[src/sv/sml_pkg.sv]
// ----------------------------------------------------------------------------
// sml_pkg: shared types and codes of the set membership table
// Item layouts, status and mode codes, and the output load request.
// ----------------------------------------------------------------------------
package sml_pkg;

	typedef enum logic [2:0] {
		ST_OK       = 3'd0,
		ST_DUP      = 3'd1,
		ST_NOTFOUND = 3'd2,
		ST_FULL     = 3'd3,
		ST_BADIDX   = 3'd4,
		ST_BUSY     = 3'd5,
		ST_TOOLARGE = 3'd6,
		ST_NOOPEN   = 3'd7
	} status_t;

	typedef enum logic [1:0] {
		MODE_OPEN = 2'd0,
		MODE_ADD  = 2'd1,
		MODE_FIND = 2'd2,
		MODE_LIST = 2'd3
	} mode_t;

	typedef logic [4:0] setno_t;

	typedef struct packed {
		logic [1:0]  mode;
		logic [15:0] value;
		logic [5:0]  declared_size;
		logic [7:0]  set_a;
		logic [7:0]  set_b;
	} in_item_t;

	typedef struct packed {
		status_t     status;
		setno_t      set_number;
		logic [15:0] element;
		logic        last;
		logic        set_closed;
	} out_item_t;

	typedef struct packed {
		logic      load;
		out_item_t item;
	} out_load_t;

endpackage

[src/sv/sml_if.sv]


interface sml_out_if;
	logic               valid;
	logic               ready;
	sml_pkg::out_item_t data;

	modport source (output valid, output data, input ready);
	modport sink (input valid, input data, output ready);
endinterface

[src/sv/sml_out_stage.sv]
// ----------------------------------------------------------------------------
// sml_out_stage: result output register
// Holds one result item until the sink takes it.
// ----------------------------------------------------------------------------
module sml_out_stage (
	input  logic               clk,
	input  logic               arst_n,
	input  sml_pkg::out_load_t ld,
	output logic               free,
	sml_out_if.source          result
);

	logic               vld_q;
	sml_pkg::out_item_t data_q;

	assign free = !vld_q || result.ready;
	assign result.valid = vld_q;
	assign result.data = data_q;

	always_ff @(posedge clk or negedge arst_n) begin
		if (!arst_n) begin
			vld_q <= 1'b0;
		end else if (ld.load) begin
			vld_q <= 1'b1;
		end else if (result.ready) begin
			vld_q <= 1'b0;
		end
	end

	always_ff @(posedge clk) begin
		if (ld.load) begin
			data_q <= ld.item;
		end
	end

endmodule

[src/flat_wrapper.sv]
// flat-port wrapper written by rule: the top's interface ports become plain ports
module sml_out_stage_flat 
  (clk, arst_n, ld, free, result_valid, result_data, result_ready);
  sml_out_if result_i ();
  input  logic clk;
  input  logic arst_n;
  input  sml_pkg::out_load_t ld;
  output logic free;
  output wire logic [$bits(result_i.valid)-1:0] result_valid;
  output wire logic [$bits(result_i.data)-1:0] result_data;
  input wire logic [$bits(result_i.ready)-1:0] result_ready;
  assign result_valid = result_i.valid;
  assign result_data = result_i.data;
  assign result_i.ready = result_ready;
  sml_out_stage u_core (.clk(clk), .arst_n(arst_n), .ld(ld), .free(free), .result(result_i));
endmodule
[config.mk]
export PLATFORM = sky130hd
export DESIGN_NAME = sml_out_stage_flat
export DESIGN_NICKNAME = d
export VERILOG_FILES = /design/src/sv/sml_pkg.sv /design/src/sv/sml_if.sv /design/src/sv/sml_out_stage.sv /design/src/flat_wrapper.sv
export SDC_FILE = /design/constraint.sdc
export NUM_CORES = 1
export LEC_CHECK = 0
export BUFFER_PORTS_ARGS = -buffer_cell sky130_fd_sc_hd__buf_2
export CAP_MARGIN = 20
export CORE_MARGIN = 4
export CORE_UTILIZATION = 41
export CTS_BUF_LIST = sky130_fd_sc_hd__clkbuf_4 sky130_fd_sc_hd__clkbuf_8
export CTS_CLUSTER_SIZE = 40
export DETAILED_ROUTE_END_ITERATION = 7
export HOLD_SLACK_MARGIN = 0.06
export PLACE_DENSITY = 0.8
export SLEW_MARGIN = 25
export SYNTH_ARGS = -nofsm -noshare
export SYNTH_HDL_FRONTEND = slang
export SYNTH_SLANG_ARGS = --single-unit
[constraint.sdc]
create_clock -name clk -period 0.8 [get_ports clk]
set_input_delay 0.12 -clock clk [delete_from_list [all_inputs] [get_ports clk]]
set_output_delay 0.12 -clock clk [all_outputs]
set_load 0.01 [all_outputs]
=== Word level (Yosys, flattened, before mapping) ===
Index checks and enable logic that the tools add are counted.

* Mux-type cells: 2
* Reduce and logical (&&, ||, !) cells: 3

{| class="wikitable"
|+ Operators by type and width
! kind !! count
|-
| two-way mux 1 bit || 2
|-
| nonzero test 2 bit || 1
|-
| zero test 1 bit || 1
|-
| logical OR 1 bit || 1
|}

* Output and inout bits: 28
* Logic and storage cells: 11
* Input port bits: 30
* Flip-flop bits (word level): 27

=== Longest topological paths before layout ===
* Depth in word-level cells: 2
* Depth in mapped cells: 2
* Mapped depth without buffers: 2

=== Worst setup path before layout ===
OpenSTA, ideal clock, no wires.

* Path kind: reg-to-reg
* Start point: register, netlist name u_core.result.valid
* End point: register u_core.vld_q (netlist: u_core.result.valid)
* Required time: 0.679 ns
* Buffers on the path: 0
* Slack: 0.111 ns
* Arrival time: 0.568 ns
* Cell stages (with the launch flop): 3
* Cell sequence: dfrtp_1 -> nand2b_4 -> nand2b_2

{| class="wikitable"
|+ RTL lines
! element !! line !! source
|-
| to (signal assigned) || sml_out_stage.sv:22 || <nowiki>vld_q <= 1'b0;</nowiki>
|-
| to (signal assigned) || sml_out_stage.sv:24 || <nowiki>vld_q <= 1'b1;</nowiki>
|-
| to (signal assigned) || sml_out_stage.sv:26 || <nowiki>vld_q <= 1'b0;</nowiki>
|-
| to (decl) || sml_out_stage.sv:13 || <nowiki>logic vld_q;</nowiki>
|}

=== Worst setup path in the final report ===
* Start point: register u_core.vld_q (netlist: u_core.result.valid)
* End point: output free

* Cells in the longest elaborated chain, start to end: 2

{| class="wikitable"
|+ RTL lines
! element !! line !! source
|-
| zero test 1 bit || sml_out_stage.sv:16 || <nowiki>assign free = !vld_q || result.ready;</nowiki>
|-
| logical OR 1 bit || sml_out_stage.sv:16 ||
|-
| to (decl) || flat_wrapper.sv:8 || <nowiki>output logic free;</nowiki>
|}

Every way passes these cells.

==> impl_metrics.tcl <==
set metrics [dict create \
    maxSlewViolCount 0 \
    crit_buf_inv 1 \
    synthCells 29 \
    path_delay_family "flip-flops" \
    drt_iter0_drc 3 \
    worst_slack_ps -248 \
    fp.dieH_um 52.9 \
    syn_nets 59 \
    initial_utilization_pct 45.5 \
    syn_area_sq_um 828 \
    arrival_ps 930 \
    ios 58 \
    worstPathMaxFanout 2 \
    cp_cell_sequence "nand2b_4 > buf_6" \
    setup_violations 29 \
    fin_hold_ws_ps 111 \
    path_class "reg2out" \
    yosysSeqAreaShare_pct 97.3 \
    ir_drop_mv 1.29 \
    ys_types 4 \
    fillers 93 \
    p_leak_uw 0.000662 \
    layout-drive-gt1-share_pct 55.4 \
    hold_violations 0 \
    remaining_drc_errors 0 \
    num_rows 15 \
    required_ps 680 \
    cp-start-kind "flop" \
    dp_hpwl_um 1160 \
    end_kind "output pin" \
    slew_headroom_pct 90.7 \
    ys_ff_latch 27 \
    clkSinkCount 27 \
    grt_max_degree 18 \
    grt_antenna_before_repair 0 \
    fin_crit_ps 1050 \
    track_usage_pct 17.7 \
    h-tree-depth 1 \
    fp.dieW_um 52.9 \
    fin_skew_ps 0 \
    syn_area_per_cell_sq_um 28.6 \
    setup_tns_ps -4680 \
    drt_pass1_iterations 4 \
    max_freq_ghz 0.954 \
    port_buffers 57 \
    cp_slowest_cell "dfrtp_1" \
    clock_latency_ps 300 \
    nets 152 \
    core_sq_mm 0.00182 \
    slowest_delay_ps 440 \
    drt_wl_total_um 2210 \
    cts_tree "done" \
    outcome "finished, violations left" \
    synth-warning-count 0 \
    grt_pass1_vias 702 \
    dr_total_vias 626 \
    path_clk_slew_ps 130 \
    fin_util_pct 82.9 \
    dpl-instance-area_sq_mm 0.00118 \
    numCtsBuffers 3 \
    syn_to_final_growth_pct 82.2 \
    wl_per_cell_um 15.0 \
    final.period_utilization_pct 131 \
    drv_cap 0 \
    place.gp.congestion 0.715 \
    rsz0062_at_grt "yes" \
    power_density_mw_per_mm2 1790 \
    fin_area_sq_mm 0.00151 \
    violations "setup timing" \
    cts_root_buffer "clkbuf_4" \
    grt_overflow 0 \
    routed_via_density 4.26 \
    die_area_sq_mm 0.00280 \
    hp-class "in2async" \
    antenna_left 0 \
    grt_pass1_wl_um 3260 \
    cts_buffer_depth 2 \
    worst_slew_pin_slew_ps 140 \
]
## worst reg2reg max path, cell delays in order, from the launching register on
cell and delay (ps):
dfrtp_1 440, nand2b_4 90, buf_4 100, buf_4 90, nand2b_2 40
## kinds of logic (layout without fill, tap and decap cells)
family / Yosys count / count (layout) / share of synthesized area (%)
other: 0 / 1 / 0
buffers and inverters: 0 / 92 / 0
and+or+nand+nor: 2 / 2 / 2.72
DFF: 27 / 27 / 97.3
## flip-flops by register name, summed over array words and instances (netlist names)
register,count
u_core.result.valid,1
u_core.result.data,26
## cell usage after synthesis
cell type	n	share of area [%]
dfrtp_1	1	3.0
edfxtp_1	26	94
nand2b_2	1	1.1
nand2b_4	1	1.7
## area by class of cell
cell class                 instances  area [sq um]  area share (%)
antenna                            1          2.50           0.166
clock buffer                       4          30.0            1.99
multi-input combinational          2          22.5            1.49
sequential                        27           806            53.4
tap                               25          31.3            2.07
timing repair buffer              88           617            40.9
## path summary, 6_finish.rpt
| path | startpoint | to | slack, ps | depth (start not counted) |
|---|---|---|---|---|
| worst max-delay path | u_core.result.valid | free | -250 | 2 |
| worst min-delay path | arst_n | u_core.result.valid | 110 | 2 |
| worst max register to register | u_core.result.valid | u_core.result.valid | -50 | 4 |
| worst min register to register | u_core.result.valid | u_core.result.valid | 770 | 4 |
| max in group asynchronous | arst_n | u_core.result.valid | 600 | 2 |
| min in group clk | ld[26] | u_core.result.data[3] | 210 | 2 |
## cells in the final DEF, fill, tap and decap left out
master	netlist	final
buf_12	0	2
buf_2	0	56
buf_4	0	2
buf_6	0	1
clkbuf_4	0	4
dfrtp_1	1	1
diode_2	0	1
dlygate4sd3_1	0	27
edfxtp_1	26	26
nand2b_2	1	1
nand2b_4	1	1
## timing repair
| action | 4_1_cts | 5_1_grt |
|---|---|---|
| hold buffers | 27 | 0 |
| buffers inserted | 1 | 1 |
| setup endpoints to repair | 28 | 28 |
| gates resized for setup | 1 | 0 |
| hold endpoints to repair | 27 | 0 |
## metal layers
layer  vias to the layer above  wire [um]  part of all wire [%]  track usage (%)
li1                        301          -                     -                -
met1                       280        730                    33             17.2
met2                        43       1230                    56             32.0
met3                         2        229                    10             6.20
met4                         0         21                  0.95             9.79
met5                         -          0                     0                0
## where the power goes
part	internal, uW	switching, uW
Combinational	245	174
Sequential	1670	29.9
Clock	228	359
## stage by stage
step | power [uW] | worst slack, ps | instances
3_3_place_gp | 2020 | 89.7 | 113
4_1_cts | 2690 | -253 | 145
6_report | 2710 | -248 | 147
5_1_grt | 2860 | -305 | 146
2_1_floorplan | 1810 | 111 | 29
3_5_place_dp | 2020 | 84.8 | 113
Power figures use the tool's default switching activity.
